[src/hw/rtl/spq_pkg.sv]
// Shared types for the sorted priority queue: beats, entries, codes and sequencer states.
package spq_pkg;

	localparam int VAL_W  = 32;
	localparam int PRIO_W = 8;
	localparam int FILL_W = 4;

	typedef enum logic {
		OP_ENQ = 1'b0,
		OP_DEQ = 1'b1
	} op_t;

	typedef enum logic [1:0] {
		STAT_OK        = 2'd0,
		STAT_OVERFLOW  = 2'd1,
		STAT_UNDERFLOW = 2'd2
	} status_t;

	typedef enum logic [2:0] {
		S_IDLE,
		S_INS_CMP,
		S_INS_PUT,
		S_DQ_HEAD,
		S_DQ_SHIFT
	} state_t;

	typedef struct packed {
		logic signed [VAL_W-1:0] value;
		logic [PRIO_W-1:0]       prio;
	} entry_t;

	typedef struct packed {
		op_t                     opcode;
		logic signed [VAL_W-1:0] item_value;
		logic [PRIO_W-1:0]       item_priority;
	} cmd_t;

	typedef struct packed {
		status_t                 status;
		logic signed [VAL_W-1:0] out_value;
		logic [PRIO_W-1:0]       out_priority;
		logic                    out_valid;
		logic [FILL_W-1:0]       fill_level;
	} res_t;

endpackage

[src/hw/rtl/spq_store.sv]
// Entry memory: one write port, one read port with registered read data.
module spq_store #(
	parameter int DEPTH = 8
) (
	input  logic                          clk,
	input  logic                          wr_en,
	input  logic [$clog2(DEPTH)-1:0]      wr_addr,
	input  spq_pkg::entry_t               wr_data,
	input  logic [$clog2(DEPTH)-1:0]      rd_addr,
	output spq_pkg::entry_t               rd_data
);

	spq_pkg::entry_t mem_q [DEPTH];

	always_ff @(posedge clk) begin
		if (wr_en) begin
			mem_q[wr_addr] <= wr_data;
		end
	end

	always_ff @(posedge clk) begin
		rd_data <= mem_q[rd_addr];
	end

endmodule

[src/hw/rtl/spq_ctrl.sv]
// Sequencer: walks the entry memory one slot per cycle for ordered insert and head removal.
module spq_ctrl #(
	parameter int DEPTH = 8
) (
	input  logic                          clk,
	input  logic                          arst_n,
	input  logic                          start,
	input  spq_pkg::cmd_t                 cmd,
	output logic                          busy,
	output logic                          mem_wr_en,
	output logic [$clog2(DEPTH)-1:0]      mem_wr_addr,
	output spq_pkg::entry_t               mem_wr_data,
	output logic [$clog2(DEPTH)-1:0]      mem_rd_addr,
	input  spq_pkg::entry_t               mem_rd_data,
	output logic                          done,
	output spq_pkg::res_t                 res
);

	localparam int AW = $clog2(DEPTH);
	localparam int CW = $clog2(DEPTH + 1);

	spq_pkg::state_t state_q, state_d;
	spq_pkg::entry_t new_q, new_d;
	spq_pkg::entry_t head_q, head_d;
	logic [AW-1:0]   idx_q, idx_d;
	logic [CW-1:0]   count_q, count_d;
	logic            accept;

	assign busy   = (state_q != spq_pkg::S_IDLE);
	assign accept = start && !busy;

	always_ff @(posedge clk or negedge arst_n) begin
		if (!arst_n) begin
			state_q <= spq_pkg::S_IDLE;
			count_q <= '0;
		end else begin
			state_q <= state_d;
			count_q <= count_d;
		end
	end

	always_ff @(posedge clk) begin
		new_q  <= new_d;
		head_q <= head_d;
		idx_q  <= idx_d;
	end

	always_comb begin
		state_d     = state_q;
		new_d       = new_q;
		head_d      = head_q;
		idx_d       = idx_q;
		count_d     = count_q;
		mem_wr_en   = 1'b0;
		mem_wr_addr = idx_q;
		mem_wr_data = new_q;
		mem_rd_addr = '0;
		done        = 1'b0;
		res         = '0;
		res.status  = spq_pkg::STAT_OK;

		case (state_q)
			spq_pkg::S_IDLE: begin
				if (accept) begin
					new_d.value = cmd.item_value;
					new_d.prio  = cmd.item_priority;
					if (cmd.opcode == spq_pkg::OP_ENQ) begin
						if (count_q == CW'(DEPTH)) begin
							done       = 1'b1;
							res.status = spq_pkg::STAT_OVERFLOW;
						end else if (count_q == '0) begin
							mem_wr_en        = 1'b1;
							mem_wr_addr      = '0;
							mem_wr_data.value = cmd.item_value;
							mem_wr_data.prio  = cmd.item_priority;
							count_d          = CW'(1);
							done             = 1'b1;
						end else begin
							// scan down from the tail
							idx_d       = AW'(count_q);
							mem_rd_addr = AW'(count_q - CW'(1));
							state_d     = spq_pkg::S_INS_CMP;
						end
					end else begin
						if (count_q == '0) begin
							done       = 1'b1;
							res.status = spq_pkg::STAT_UNDERFLOW;
						end else begin
							mem_rd_addr = '0;
							state_d     = spq_pkg::S_DQ_HEAD;
						end
					end
				end
			end

			spq_pkg::S_INS_CMP: begin
				// strictly greater moves up; equal priority stays ahead
				if (mem_rd_data.prio > new_q.prio) begin
					mem_wr_en   = 1'b1;
					mem_wr_addr = idx_q;
					mem_wr_data = mem_rd_data;
					idx_d       = idx_q - AW'(1);
					if (idx_q == AW'(1)) begin
						state_d = spq_pkg::S_INS_PUT;
					end else begin
						mem_rd_addr = idx_q - AW'(2);
					end
				end else begin
					mem_wr_en = 1'b1;
					count_d   = count_q + CW'(1);
					done      = 1'b1;
					state_d   = spq_pkg::S_IDLE;
				end
			end

			spq_pkg::S_INS_PUT: begin
				mem_wr_en = 1'b1;
				count_d   = count_q + CW'(1);
				done      = 1'b1;
				state_d   = spq_pkg::S_IDLE;
			end

			spq_pkg::S_DQ_HEAD: begin
				head_d = mem_rd_data;
				if (count_q == CW'(1)) begin
					count_d          = '0;
					done             = 1'b1;
					res.out_value    = mem_rd_data.value;
					res.out_priority = mem_rd_data.prio;
					res.out_valid    = 1'b1;
					state_d          = spq_pkg::S_IDLE;
				end else begin
					idx_d       = AW'(1);
					mem_rd_addr = AW'(1);
					state_d     = spq_pkg::S_DQ_SHIFT;
				end
			end

			spq_pkg::S_DQ_SHIFT: begin
				mem_wr_en   = 1'b1;
				mem_wr_addr = idx_q - AW'(1);
				mem_wr_data = mem_rd_data;
				if (CW'(idx_q) + CW'(1) == count_q) begin
					count_d          = count_q - CW'(1);
					done             = 1'b1;
					res.out_value    = head_q.value;
					res.out_priority = head_q.prio;
					res.out_valid    = 1'b1;
					state_d          = spq_pkg::S_IDLE;
				end else begin
					idx_d       = idx_q + AW'(1);
					mem_rd_addr = idx_q + AW'(1);
				end
			end

			default: begin
				state_d = spq_pkg::S_IDLE;
			end
		endcase

		res.fill_level = spq_pkg::FILL_W'(count_d);
	end

endmodule

[src/hw/rtl/sorted_priority_queue_core.sv]
// Top level of the sorted priority queue: sequencer, entry memory and result register.
//
// Usage:
//   Command channel: drive cmd and raise start; the beat is taken at a rising
//   edge with start high and busy low. Opcode OP_ENQ inserts item_value with
//   item_priority behind every held entry of lower or equal priority; OP_DEQ
//   removes the entry at the head (lowest priority value, oldest among ties).
//   Result channel: exactly one result beat per command, shown on result for
//   one cycle with done high. The receiver cannot stall; it must take it.
// Sequencing:
//   overflow, underflow or insert into an empty queue: done from idle;
//   insert: read the tail, move up each entry of greater priority value
//   (at most DEPTH - 1), then write the new entry; dequeue: head read, then
//   one slot moved down per cycle. The single memory port pair sets the pace.
// Commands that walk the memory hold busy high until the sequencer is idle.
// A new command may be started the cycle busy drops, while the previous
// result is still on display. Reset empties the queue (count only; entry
// contents are never read before they are written).
module sorted_priority_queue_core #(
	parameter int DEPTH = 8
) (
	input  logic           clk,
	input  logic           arst_n,
	input  logic           start,
	output logic           busy,
	input  spq_pkg::cmd_t  cmd,
	output logic           done,
	output spq_pkg::res_t  result
);

	localparam int AW = $clog2(DEPTH);

	logic            mem_wr_en;
	logic [AW-1:0]   mem_wr_addr;
	logic [AW-1:0]   mem_rd_addr;
	spq_pkg::entry_t mem_wr_data;
	spq_pkg::entry_t mem_rd_data;

	logic            seq_done;
	spq_pkg::res_t   seq_res;

	logic            done_q;
	spq_pkg::res_t   result_q;

	spq_ctrl #(
		.DEPTH(DEPTH)
	) u_ctrl (
		.clk        (clk),
		.arst_n     (arst_n),
		.start      (start),
		.cmd        (cmd),
		.busy       (busy),
		.mem_wr_en  (mem_wr_en),
		.mem_wr_addr(mem_wr_addr),
		.mem_wr_data(mem_wr_data),
		.mem_rd_addr(mem_rd_addr),
		.mem_rd_data(mem_rd_data),
		.done       (seq_done),
		.res        (seq_res)
	);

	spq_store #(
		.DEPTH(DEPTH)
	) u_store (
		.clk    (clk),
		.wr_en  (mem_wr_en),
		.wr_addr(mem_wr_addr),
		.wr_data(mem_wr_data),
		.rd_addr(mem_rd_addr),
		.rd_data(mem_rd_data)
	);

	// result register: strobe is control, payload loads only with a result
	always_ff @(posedge clk or negedge arst_n) begin
		if (!arst_n) begin
			done_q <= 1'b0;
		end else begin
			done_q <= seq_done;
		end
	end

	always_ff @(posedge clk) begin
		if (seq_done) begin
			result_q <= seq_res;
		end
	end

	assign done   = done_q;
	assign result = result_q;

endmodule
[config.mk]
export PLATFORM = sky130hd
export DESIGN_NAME = sorted_priority_queue_core
export DESIGN_NICKNAME = d
export VERILOG_FILES = /design/src/hw/rtl/spq_pkg.sv /design/src/hw/rtl/spq_store.sv /design/src/hw/rtl/spq_ctrl.sv /design/src/hw/rtl/sorted_priority_queue_core.sv
export SDC_FILE = /design/constraint.sdc
export NUM_CORES = 1
export LEC_CHECK = 0
export BUFFER_PORTS_ARGS = -buffer_cell sky130_fd_sc_hd__buf_2
export CORE_UTILIZATION = 45
export CTS_BUF_LIST = sky130_fd_sc_hd__clkbuf_4 sky130_fd_sc_hd__clkbuf_8
export DETAILED_ROUTE_END_ITERATION = 8
export GPL_TIMING_DRIVEN = 0
export HOLD_SLACK_MARGIN = 0.15
export PLACE_DENSITY = 0.6
export SLEW_MARGIN = 15
export SYNTH_ARGS = -nofsm -noshare
export SYNTH_HDL_FRONTEND = slang
export SYNTH_SLANG_ARGS = --single-unit
[constraint.sdc]
create_clock -name clk -period 13 [get_ports clk]
set_input_delay 2.6 -clock clk [delete_from_list [all_inputs] [get_ports clk]]
set_output_delay 2.6 -clock clk [all_outputs]
set_load 0.005 [all_outputs]
==> results of run 1 <==
-- kinds of logic after synthesis --
logic type	count (synthesis)	share of synthesized area, %
buffers and inverters	126	3.03
DFF	498	74.7
and+or+nand+nor	165	3.82
muxes	124	6.40
AOI/OAI and AO/OA	210	10.8
adders and majority gates	16	1.03
xor gates and xnor gates	6	0.270
-- state kept, by name, summed over array words and instances (netlist names) --
signal,flops
u_ctrl.idx_q,3
u_ctrl.state_q,3
u_store.mem_q,320
u_ctrl.new_q,40
done,1
u_ctrl.head_q,40
u_store.rd_data,40
u_ctrl.count_q,4
result,47
-- where the power goes --
part / switching, uW / internal [uW]
clock: 616 / 826
sequential: 166 / 2580
combinational: 1570 / 854
total: 2350 / 4260
-- metrics by stage --
stage                     setup slack, ns  hold WS [ns]  power [uW]  util [%]  cell area [um^2]
after CTS                            8.10         0.456        6660      54.1             22900
after global placement               2.22         0.441        5070      48.7             20600
after global routing                 7.92         0.470        6950      54.1             22900
after floorplan                      6.15         0.431        4280         -             19400
after detailed placement             7.43         0.448        5210      50.0             21200
final                                8.05         0.457        6610      54.1             22900
-- path summary, 6_finish.rpt --
| check | start | endpoint | cells after the start |
|---|---|---|---|
| min in group asynchronous | arst_n | u_ctrl.count_q[3] | 1 |
| setup / recovery | cmd[40] | u_store.mem_q[2][31] | 10 |
| setup reg to reg | u_ctrl.idx_q[0] | result[0] | 7 |
| max in group asynchronous | arst_n | u_ctrl.count_q[2] | 1 |
| hold / removal | u_store.rd_data[36] | u_ctrl.head_q[36] | 0 |
| hold reg to reg | u_store.rd_data[36] | u_ctrl.head_q[36] | 0 |
-- cell type report --
type                    instances  area [um^2]  area share (%)
repair buffers                120          933            4.07
plain buffers                  70          380            1.66
clock buffers                 130         1560            6.83
well taps                     577          722            3.15
inverters                      56          211           0.923
clock inverters                22          194           0.846
multi-input cells             521         4400            19.2
flip-flops and latches        498        14500            63.3
-- cell usage in the layout (no fill, tap or decap), types with 3 or more instances in the layout --
| cell | Yosys | final |
|---|---|---|
| a21oi_1 | 10 | 10 |
| a221oi_2 | 41 | 41 |
| a222oi_1 | 40 | 40 |
| a22o_1 | 41 | 41 |
| a32o_1 | 40 | 40 |
| a32oi_1 | 3 | 3 |
| buf_12 | 0 | 9 |
| buf_16 | 0 | 6 |
| buf_2 | 20 | 112 |
| buf_4 | 10 | 16 |
| buf_6 | 7 | 13 |
| bufinv_16 | 0 | 3 |
| clkbuf_1 | 32 | 30 |
| clkbuf_4 | 0 | 36 |
| clkbuf_8 | 0 | 94 |
| clkinv_1 | 1 | 7 |
| clkinv_2 | 0 | 8 |
| clkinvlp_4 | 0 | 3 |
| dfrtp_1 | 8 | 8 |
| dfxtp_1 | 40 | 40 |
| edfxtp_1 | 450 | 450 |
| ha_1 | 16 | 16 |
| inv_1 | 54 | 54 |
| mux2_2 | 3 | 3 |
| mux2i_1 | 121 | 121 |
| nand2_1 | 99 | 99 |
| nand2b_1 | 6 | 6 |
| nand3_1 | 4 | 4 |
| nand4_1 | 4 | 4 |
| nor2_1 | 22 | 16 |
| nor2_4 | 0 | 6 |
| nor2b_1 | 6 | 6 |
| nor3_1 | 6 | 4 |
| nor3_2 | 2 | 4 |
| nor3b_1 | 4 | 4 |
| o211ai_1 | 3 | 3 |
| o21ai_0 | 10 | 10 |
| o22ai_1 | 5 | 5 |
| xor2_1 | 4 | 4 |
-- critical path: stages --
cell	delay, ns
buf_2	0.14
nor3b_2	0.33
and3_1	0.19
buf_2	0.24
o21ai_0	0.16
a22o_1	0.36
nand2b_1	0.25
nor2_4	0.54
buf_12	0.27
buf_16	0.17
-- routing by layer --
metal,vias to the layer above,global-route usage (%)
met5,-,0
met1,5667,31.6
li1,5010,-
met4,0,7.50
met2,467,34.0
met3,69,6.02
==> run summary, run 1 <==
The count of cells in the finished layout, fillers not included, comes to 1,994. The average instance in the mapped netlist occupies 17.0 um^2. The total length of routed wires is 49,200 um. The worst setup path is launched from an input pin. Detailed placement finished with a half-perimeter wire length of 30,700 um.

The via count of the first global-routing pass was 11.0k; the global-route wire length before repair was 71,600 um. For this design the static power due to leakage is 0.00868 uW. The count of standard-cell rows came out at 75. Dividing the final minimum period by the clock period gives 38.1%. The clock sink count is 498. Of all flip-flops after synthesis, the portion carrying an async set or reset was 1.61%. Synthesis inferred 498 register bits. The worst setup path is captured at a register.

The ratio of routed vias to standard cells came out at 5.62. After technology mapping, the gate count stands at 1,145. Across the routed clock network, the largest skew measured is 0.0267 ns.

The flow ran to the end, and the final reports show no timing, DRC or antenna violations. STA puts the critical path data required time at 13.33 ns. The distinct cell type count of the synthesized netlist came out at 58. The highest routing layer actually used is met4.

The global-route usage over all layers is 22.5%, and the total standard cell area after synthesis is 19,400 um^2. The Yosys step of the flow raised 0 warnings. Most common flop cell mapped by yosys: edfxtp_1. For the pin with the worst max-slew slack, the measured transition is 1.33 ns. The post-cts resize count was 0; the floorplan die area was 44,000 um^2. Total number of H-tree levels: 3. The number of buffers inserted during clock tree synthesis was 82; the initial antenna violation count was 0. The floorplan step set the die height to 210 um. Power density of the placed cells: 289 nW/um^2. Entering global routing, the biggest net connects 27 pins. Summed over all nets, wire length on met2 after detailed routing comes to 22,400 um.

After detailed routing, the wire length on met1 is 21,700 um. Setup repair after global routing left no endpoint under its margin. The count of flip-flops with a built-in enable after synthesis came out at 450. Clock-pin slew was measured on the worst setup and hold paths at 0.06 ns. For the signal arrival time at the worst endpoint, the log shows 5.28 ns. Measured against its own limit, the worst slew margin works out to 11.5%. After the first detailed-routing iteration, the DRC count stood at 1,266.

For this run, the post-layout net count is 1,409. The number of antenna diodes in the final layout is 0. The run gives 0 as the number of failing hold endpoints at the final stage. Buffers placed on the I/O ports in this run total 92. In the final layout, the share of cells above drive strength 1 is 25.8%. For the remaining global-route overflow, the log shows 0. The buffer type at the clock tree root was clkbuf_8. In the detailed route, the total length drawn on met3 is 4020 um. The logs give 0.64 ns for the clock latency on the worst-skew pair and 0 for the setup violation total in the final timing report. The time the final worst path needs with I/O delays and setup was 4.95 ns; the final antenna-violating net count was 0. Summing over every cut layer, the via total after detailed routing is 11.2k. The most frequent cell after synthesis is edfxtp_1. The worst-case IR drop observed on VDD is 125 uV. The number of max-cap violations was 0. TritonCTS built the clock tree. The setup TNS was 0 ns; the peak clock frequency supported by timing was 202 MHz.

The worst min-delay path category was reg -> reg. The routed wire length per instance came out at 24.7 um. For the register area share after synthesis, the log shows 74.7%. By area the synthesized netlist is led by edfxtp_1 (70%), mux2i_1 (6.2%), dfxtp_1 (4.1%), a221oi_2 (3.2%), a222oi_1 (2.1%). The number of nets handed over by synthesis was 1,205. The run gives 0 as the final count of pins violating max slew.

Number of post-CTS setup repair buffers: 0. In this run, placement finished with an instance count of 1,842. The share of synthesized area in the top cell type comes to 69.5%.

The library cell occupying the most area in the post-synthesis netlist was edfxtp_1. Ranked by instance count, the synthesized netlist is headed by edfxtp_1 (450), mux2i_1 (121), nand2_1 (99). The core region is 42,300 um^2. In this run the horizontal extent of the chip is 210 um.

Relative to the synthesized area, the layout overhead comes to 17.9%. The number of filler cells placed in the layout was 3,413. The setup path with the least slack is of type in -> reg. Pin placement for this block handled 93 I/O pins. After clock tree synthesis, the flow added hold-fix buffers numbering 0. The pre-antenna-repair detailed-routing pass consisted of 6 iterations. The maximum net fanout on the critical path is 15. Across all register-to-register paths, the minimum setup slack is 9.15 ns.

For the buffer depth of the longest clock path, the log shows 3. At the end of routability-driven placement, the weighted congestion stood at 0.882. In the routed design, unresolved DRC markers number 0.

For this configuration, the core starts out at a cell density of 45.9%.
(Power assumes the default switching activity.)
==> run 2: changes to the inputs <==
Clock period 13 ns to 5.05 ns, I/O delays scaled along.
==> run 2 against run 1 <==
  * Via count decreased by 0.46%
  * Utilization fell by 0.41 points
  * Sequential share of layout area increased by 0.48 points
  * Cell area fell by 0.75%
  * Critical path depth fell by 2
  * Global-route usage down 0.091 points
  * Register-to-register slack got worse by 8.1 ns
  * Worst setup slack lost 7.0 ns
  * Largest power group unchanged
  * Combinational power rose to 2.6 times the previous value
  * Critical endpoint is now u_store.mem_q[3][16]
==> run summary, run 2 (synthesis results as in run 1) <==
Per report_power, the combinational group accounts for 37.0% of the total. The clock passes through at most 3 buffers. VDD sags by at most 318 uV. The run gives 0 as the remaining global-route overflow. CTS built an H-tree with a depth of 3. Leaving out fill and tap cells, the most frequent cell in the layout is edfxtp_1. Peak clock frequency supported by timing: 250 MHz. The clock latency on the worst-skew pair came out at 0.64 ns. Clock-pin slew was measured on the worst setup and hold paths at 0.06 ns. At the end of routability-driven placement, the weighted congestion stood at 0.891.

The tools report the reg-to-reg startpoint as u_ctrl.state_q[1]. The run gives 0 as the setup violation total in the final timing report. The run gives 11.2k as the number of vias after detailed routing. The final count of pins violating max slew is 0, and the depth of the most critical reg-to-reg path is 8. The largest individual stage delay along the critical path comes from the cell o21ai_0.

The logs give 3,447 for the number of filler cells placed in the layout and 0.0166 ns for the setup clock skew after layout. The register with the most flip-flops in the layout has 320 of them. Counting the buffers created by CTS gives 82. The path class of the tightest hold or removal check is in -> async. The number of max-cap violations was 0.

Setup repair after global routing left no endpoint under its margin. For the standby leakage power, the log shows 0.00859 uW. The power density of the placed cells is 740 nW/um^2, and the met2 layer wire length in the routed design is 21,800 um. The area growth from synthesis to final layout was 17.0%; the signal arrival time at the worst endpoint was 4.33 ns.

The critical path contains buffers and inverters numbering 3 combined. Once layout is done, the placed cells without fillers occupy 22,700 um^2. After detailed routing, the number of vias per cell comes to 5.61. In this run the tightest slew margin relative to its limit is 14.9%. The tools report the buffer type at the clock tree root as clkbuf_8. The tools report the count of standard-cell rows as 75.

Most common cell type on the critical path: buf_16. The run gives 0 as the number of failing hold endpoints at the final stage. The global-route usage over all layers is 22.4%, and the height of the die is 210 um. Placed cell area: 21,100 um^2. The run gives 71,500 um as the global-route wire length before repair. The count of cell instances traversed by the critical path is 8, and the largest net degree at the start of global routing is 37.

STA classifies the critical path endpoint as a register. The count of hold-fix buffers inserted at cts came out at 0. The count of input and output buffers is 92. The proportion of total power due to net switching works out to 36.1%. The post-cts resize count came out at 0.

TritonCTS built the clock tree. The worst setup path is launched from a register. Time the final worst path needs with I/O delays and setup: 3.99 ns.

The worst setup path is of the reg -> reg kind. The total length of routed wires is 48,700 um, and the fraction of the core area covered by cells at the end of the flow is 53.7%. The final antenna-violating net count came out at 0. The tools report the net switching power as 6070 uW. Cell internal power was estimated by the tool at 10,800 uW.

The first detailed-routing pass ran for 6 iterations. The final period utilization is 79.1%. For this block, wires on met1 add up to 22,000 um.

The most critical setup path has its startpoint at u_ctrl.state_q[1]. Across all register-to-register paths, the minimum setup slack is 1.06 ns. The critical path required time was 5.39 ns; the share of post-route cells with drive strength above 1 was 24.5%. u_store.mem_q holds more flip-flops than any other register. For this design the top-level I/O count stands at 93. After detailed routing, the number of remaining DRC violations is 0. Terminus of the critical flop-to-flop path: u_store.mem_q[3][16].

The tools report the setup TNS as 0 ns. The critical path goes through buf_2 -> nor2_1 -> nand2_1 -> o21ai_0 -> nand2b_1 -> nor2_4 -> buf_16 -> buf_16. The floorplan die width was 210 um; the number of post-CTS setup repair buffers was 0. The initial antenna violation count is 0.

The number of antenna diodes in the final layout is 0. The top cell types in the final layout, fill and taps aside, are edfxtp_1 (450), mux2i_1 (121), buf_2 (112). The floorplan step defined a die boundary enclosing 44,000 um^2. Dividing the detail-routed wire length by the instance count gives 24.5 um. The highest metal layer carrying signal wires in the routed design is met4.

Initial standard-cell utilization of the core: 45.9%. The run gives 4410 um^2 as the area of the multi-input gates. The tools report the via count of the first global-routing pass as 11.0k. The maximum net fanout on the critical path was 14. The number of nets at the end of the flow is 1,401, and the number of design-rule violations left by the first detailed-router iteration is 1,174. For the clock sink count, the log shows 498. The overall power is 16,800 uW, and the routed length on met3 is 3860 um.

Summing all flip-flop and latch instances after layout gives 14,500 um^2. The tools report the clock power share as 21.0%. For this run, the slowest stage of the critical path takes 0.84 ns. On the critical path the largest part of the delay comes from simple AND/OR/NAND/NOR gates. Core outline area: 42,300 um^2.

Registers are responsible for 42.0% of the overall power. The HPWL after detailed placement is 29,300 um. For the pin with the worst max-slew slack, the measured transition is 1.28 ns. The flow ran to the end, and the final reports show no timing, DRC or antenna violations.
==> run 2: changes by cell type in the layout (fill, tap and decap cells not counted), sizes merged <==
| cell | delta |
|---|---|
| clkinvlp | -2 |
| inv | +1 |
| buf | -8 |
| clkinv | +12 |
| bufinv | -2 |
| clkbuf | -7 |
==> run 2: per-layer routing <==
layer	global-route usage, %	up-vias
met1	33.1	5623
met4	6.52	0
li1	-	4984
met5	0	-
met3	4.64	71
met2	33.5	483
==> run 2: worst max-delay path by stage <==
stage and endpoint:
6_report u_store.mem_q[3][16], 5_1_grt u_store.mem_q[3][13], 4_1_cts u_store.mem_q[3][16], 3_5_place_dp u_store.mem_q[5][4], 3_3_place_gp u_store.mem_q[3][16], 2_1_floorplan u_store.mem_q[5][0]
==> run 2: worst register-to-register path, delay by kind of cell, from the launching register on <==
kind | cells | cell delay, ns
AO/OA/AOI/OAI | 1 | 0.84
buffers and inverters | 3 | 0.62
flip-flops | 1 | 0.35
AND/OR/NAND/NOR | 4 | 1.89
==> run 2: area by class of cell <==
cell class | instances | area share [%]
Sequential cell | 498 | 63.8
Timing Repair Buffer | 112 | 3.70
Tap cell | 577 | 3.17
Multi-Input combinational cell | 521 | 19.4
Clock inverter | 31 | 0.765
Clock buffer | 123 | 6.56
Buffer | 70 | 1.66
Inverter | 56 | 0.930
==> run 2: metrics by stage <==
| stage | hold slack (ns) | setup WS, ns | std cells |
|---|---|---|---|
| global placement | 0.441 | -1.67 | 1814 |
| CTS | 0.192 | 1.07 | 1988 |
| global route | 0.207 | 0.847 | 1988 |
| finish | 0.227 | 1.06 | 1988 |
| detailed placement | 0.443 | 0.903 | 1834 |
| floorplan | 0.431 | 0.739 | 1145 |
==> run 2: power groups by stage <==
stage | logic (uW) | registers, uW | clock network [uW]
2_1_floorplan | 3930 | 7090 | 0
3_3_place_gp | 5820 | 7230 | 0
3_5_place_dp | 6260 | 7140 | 0
4_1_cts | 6280 | 7070 | 3600
5_1_grt | 6730 | 7170 | 3790
6_report | 6230 | 7060 | 3540
==> run 3: changes to the inputs <==
Settings changed: PLACE_DENSITY 0.6 to 0.63.
Clock period 5.05 ns to 3.45 ns, I/O delays scaled along.
==> run 3 against run 2 <==
  * The run now ends with negative setup slack left
  * Routed wire length increased by 2.4%
  * Final cell count increased by 0.70%
  * Clock-buffer cell count decreased by 2
  * Die area unchanged
  * Fmax increased by 14%
  * Clock power increased by 49%
  * Worst setup slack got worse by 1.1 ns
  * Global-route usage increased by 0.059 points
==> run summary, run 3 (synthesis results as in run 1) <==
The flow ran to the end, but the final reports show violations. The final reports fail on negative setup slack. The actual transition at the worst max-transition pin works out to 1.20 ns. The longest clock path from root to sink contains 3 buffers. The maximum net fanout on the critical path came out at 10. Combinational logic is responsible for 38.1% of the overall power. The tools report the clock sink count as 498. In the routed design, unresolved DRC markers number 0.

The tightest hold path in the finished design has a slack of 0.241 ns. The height of the die was 210 um; the final antenna-violating net count was 0. The library cell used most frequently in the layout, excluding fill and tap cells, is edfxtp_1. The number of nets at the end of the flow was 1,423. The clock network is responsible for 20.9% of the overall power.

Number of vias after detailed routing: 11.3k. The top register by number of flip-flops is u_store.mem_q. Setup repair after global routing could not meet its margin everywhere.

Setup violations remaining at the end of the flow were counted as 14. IR analysis of the VDD net gives a maximum drop of 537 uV. In this run switching power makes up 36.0% of total power. The logs give 16,100 uW for the internal power summed over all cells and 71,300 um for the global-route wire length before repair.

The largest net degree at the start of global routing is 39. TritonCTS built the clock tree. The worst path needs 3.51 ns of the cycle, external delays included.

The share of post-route cells with drive strength above 1 is 27.5%. The tools report the setup clock skew after layout as 0.0275 ns. The final weighted congestion in routability-driven placement is 0.895. Buffers placed on the I/O ports in this run total 92. The largest single stage delay on the critical path is 0.77 ns. The worst path buffer plus inverter count is 1.

The detailed router put a total of 21,900 um of wire on met1. The wire-length estimate of the detail-placed layout is 29,600 um. STA classifies the critical path endpoint as a register. Data arrives at the worst endpoint at 3.97 ns.

The floorplan die width works out to 210 um. The logs give 41.0% for the sequential cell fraction of total power and 0 for the number of failing hold endpoints at the final stage. After layout, the worst path uses 102% of the clock period. Walking the worst path, the cells encountered are ha_1 -> xor2_1 -> xnor2_1 -> nand2_1 -> o2111ai_1 -> o311ai_2 -> nor2_1 -> buf_1 -> a221oi_2.

The via count of the first global-routing pass is 11.1k, and the standby leakage power is 0.00879 uW. The region available for standard cell placement spans 42,300 um^2. Leaving out fill and tap cells, the most frequent cells in the layout are edfxtp_1 (450), mux2i_1 (121), buf_2 (110).

Dividing total power by cell area gives a power density of 1090 nW/um^2. Global routing consumed, over all layers together, 22.5% of the routing resources. 93 I/O pins were placed. The first detailed-routing pass took 9 iterations.

For this run, the top clock speed supported by timing is 285 MHz. In this run the core area contains 75 standard-cell rows. The first routing iteration left 1,219 violations. Setup slack after layout: -0.0609 ns. STA classifies the critical path startpoint as a register.

The H-tree was split into 3 levels. The tools report the critical path required time as 3.91 ns. The logs give 49,900 um for the total length of routed wires and 45.9% for the initial standard-cell utilization of the core. In this design, the largest share of critical-path delay is due to buffers and inverters. For the net switching power, the log shows 9080 uW.

The clock-pin slew of the registers on the worst-case setup and hold paths was 0.06 ns; the met2 layer wire length in the routed design was 22,800 um. The worst min-delay path category was in -> reg. The total overflow left after global routing is 0.

Final count of pins violating max slew: 0. For the routed length on met3, the log shows 4160 um. The area growth from synthesis to final layout was 18.8%. Buffer type at the clock tree root: clkbuf_8.

The path type of the worst setup path is reg -> reg. Max-cap violations in this run came to 0. The floorplan step defined a die boundary enclosing 44,000 um^2. The run gives 81 as the number of buffers inserted during clock tree synthesis. For the initial antenna violation count, the log shows 0. The master of the slowest instance on the critical path was buf_1. 0 antenna diodes ended up in the layout.

After layout, the design draws a total of 25,200 uW. The ratio of routed vias to standard cells was 5.65. The register with the most flip-flops in the layout has 320 of them. After detailed routing, the average wire length per cell comes to 24.9 um.

The clock reaches the later pin of the worst-skew pair after 0.64 ns. The worst pin sits at a relative slew slack of 20.1%. The highest routing layer actually used is met4.
## run 3: cell count changes in the layout (fill, tap and decap cells not counted), sizes merged, moves of 3 or more
cell,delta
nor2,+4
bufinv,+3
clkbuf,-3
buf,+19
clkinv,-12
## run 3: power by group through the flow
stage,Combinational [uW],Clock (uW),Sequential [uW]
after floorplan,5790,0,10300
after global placement,8530,0,10500
after detailed placement,9230,0,10400
after CTS,9370,5380,10300
after global routing,10300,5620,10500
final,9610,5270,10300
## run 3: final cells by class
cell class / count / area, um^2
Buffer: 70 / 408
Clock buffer: 121 / 1450
Clock inverter: 24 / 229
Fill cell: 3377 / 19200
Inverter: 56 / 213
Multi-Input combinational cell: 525 / 4500
Sequential cell: 498 / 14500
Tap cell: 577 / 722
Timing Repair Buffer: 131 / 1060
## run 3: final timing paths
path,from,to,slack [ns],cells after the start
min in group asynchronous,arst_n,u_ctrl.state_q[2],0.43,2
max in group asynchronous,arst_n,u_ctrl.count_q[2],2.84,2
hold / removal,cmd[12],u_ctrl.new_q[12],0.24,1
setup / recovery,u_ctrl.idx_q[0],u_store.rd_data[27],-0.06,9
hold reg to reg,u_store.rd_data[22],u_ctrl.head_q[22],0.46,0
setup reg to reg,u_ctrl.idx_q[0],u_store.rd_data[27],-0.06,9
## run 3: stage by stage
step                cell area, um^2  util (%)  setup WS, ns  cells  TNS (ns)
detailed placement            21100      49.9        -0.554   1833    -75.90
global placement              20700      48.8         -2.77   1814   -722.60
global route                  23100      54.6        -0.192   2002     -3.21
finish                        23100      54.6       -0.0609   2002    -0.271
floorplan                     19500         -        -0.444   1145    -70.78
CTS                           22900      54.0        -0.159   1985     -8.52
## run 3: metal layers
layer	GRT usage [%]	up-vias
li1	-	5042
met1	32.0	5701
met2	34.4	498
met3	4.97	72
met4	7.22	0
met5	0	-
## run 3: timing repair
item	in CTS	in global routing
buffers inserted	5	14
endpoints found under the hold margin	8	0
setup endpoints to repair	353	502
gates resized for setup	12	46
hold buffers	1	0
gates cloned	1	3
pin swaps	6	8
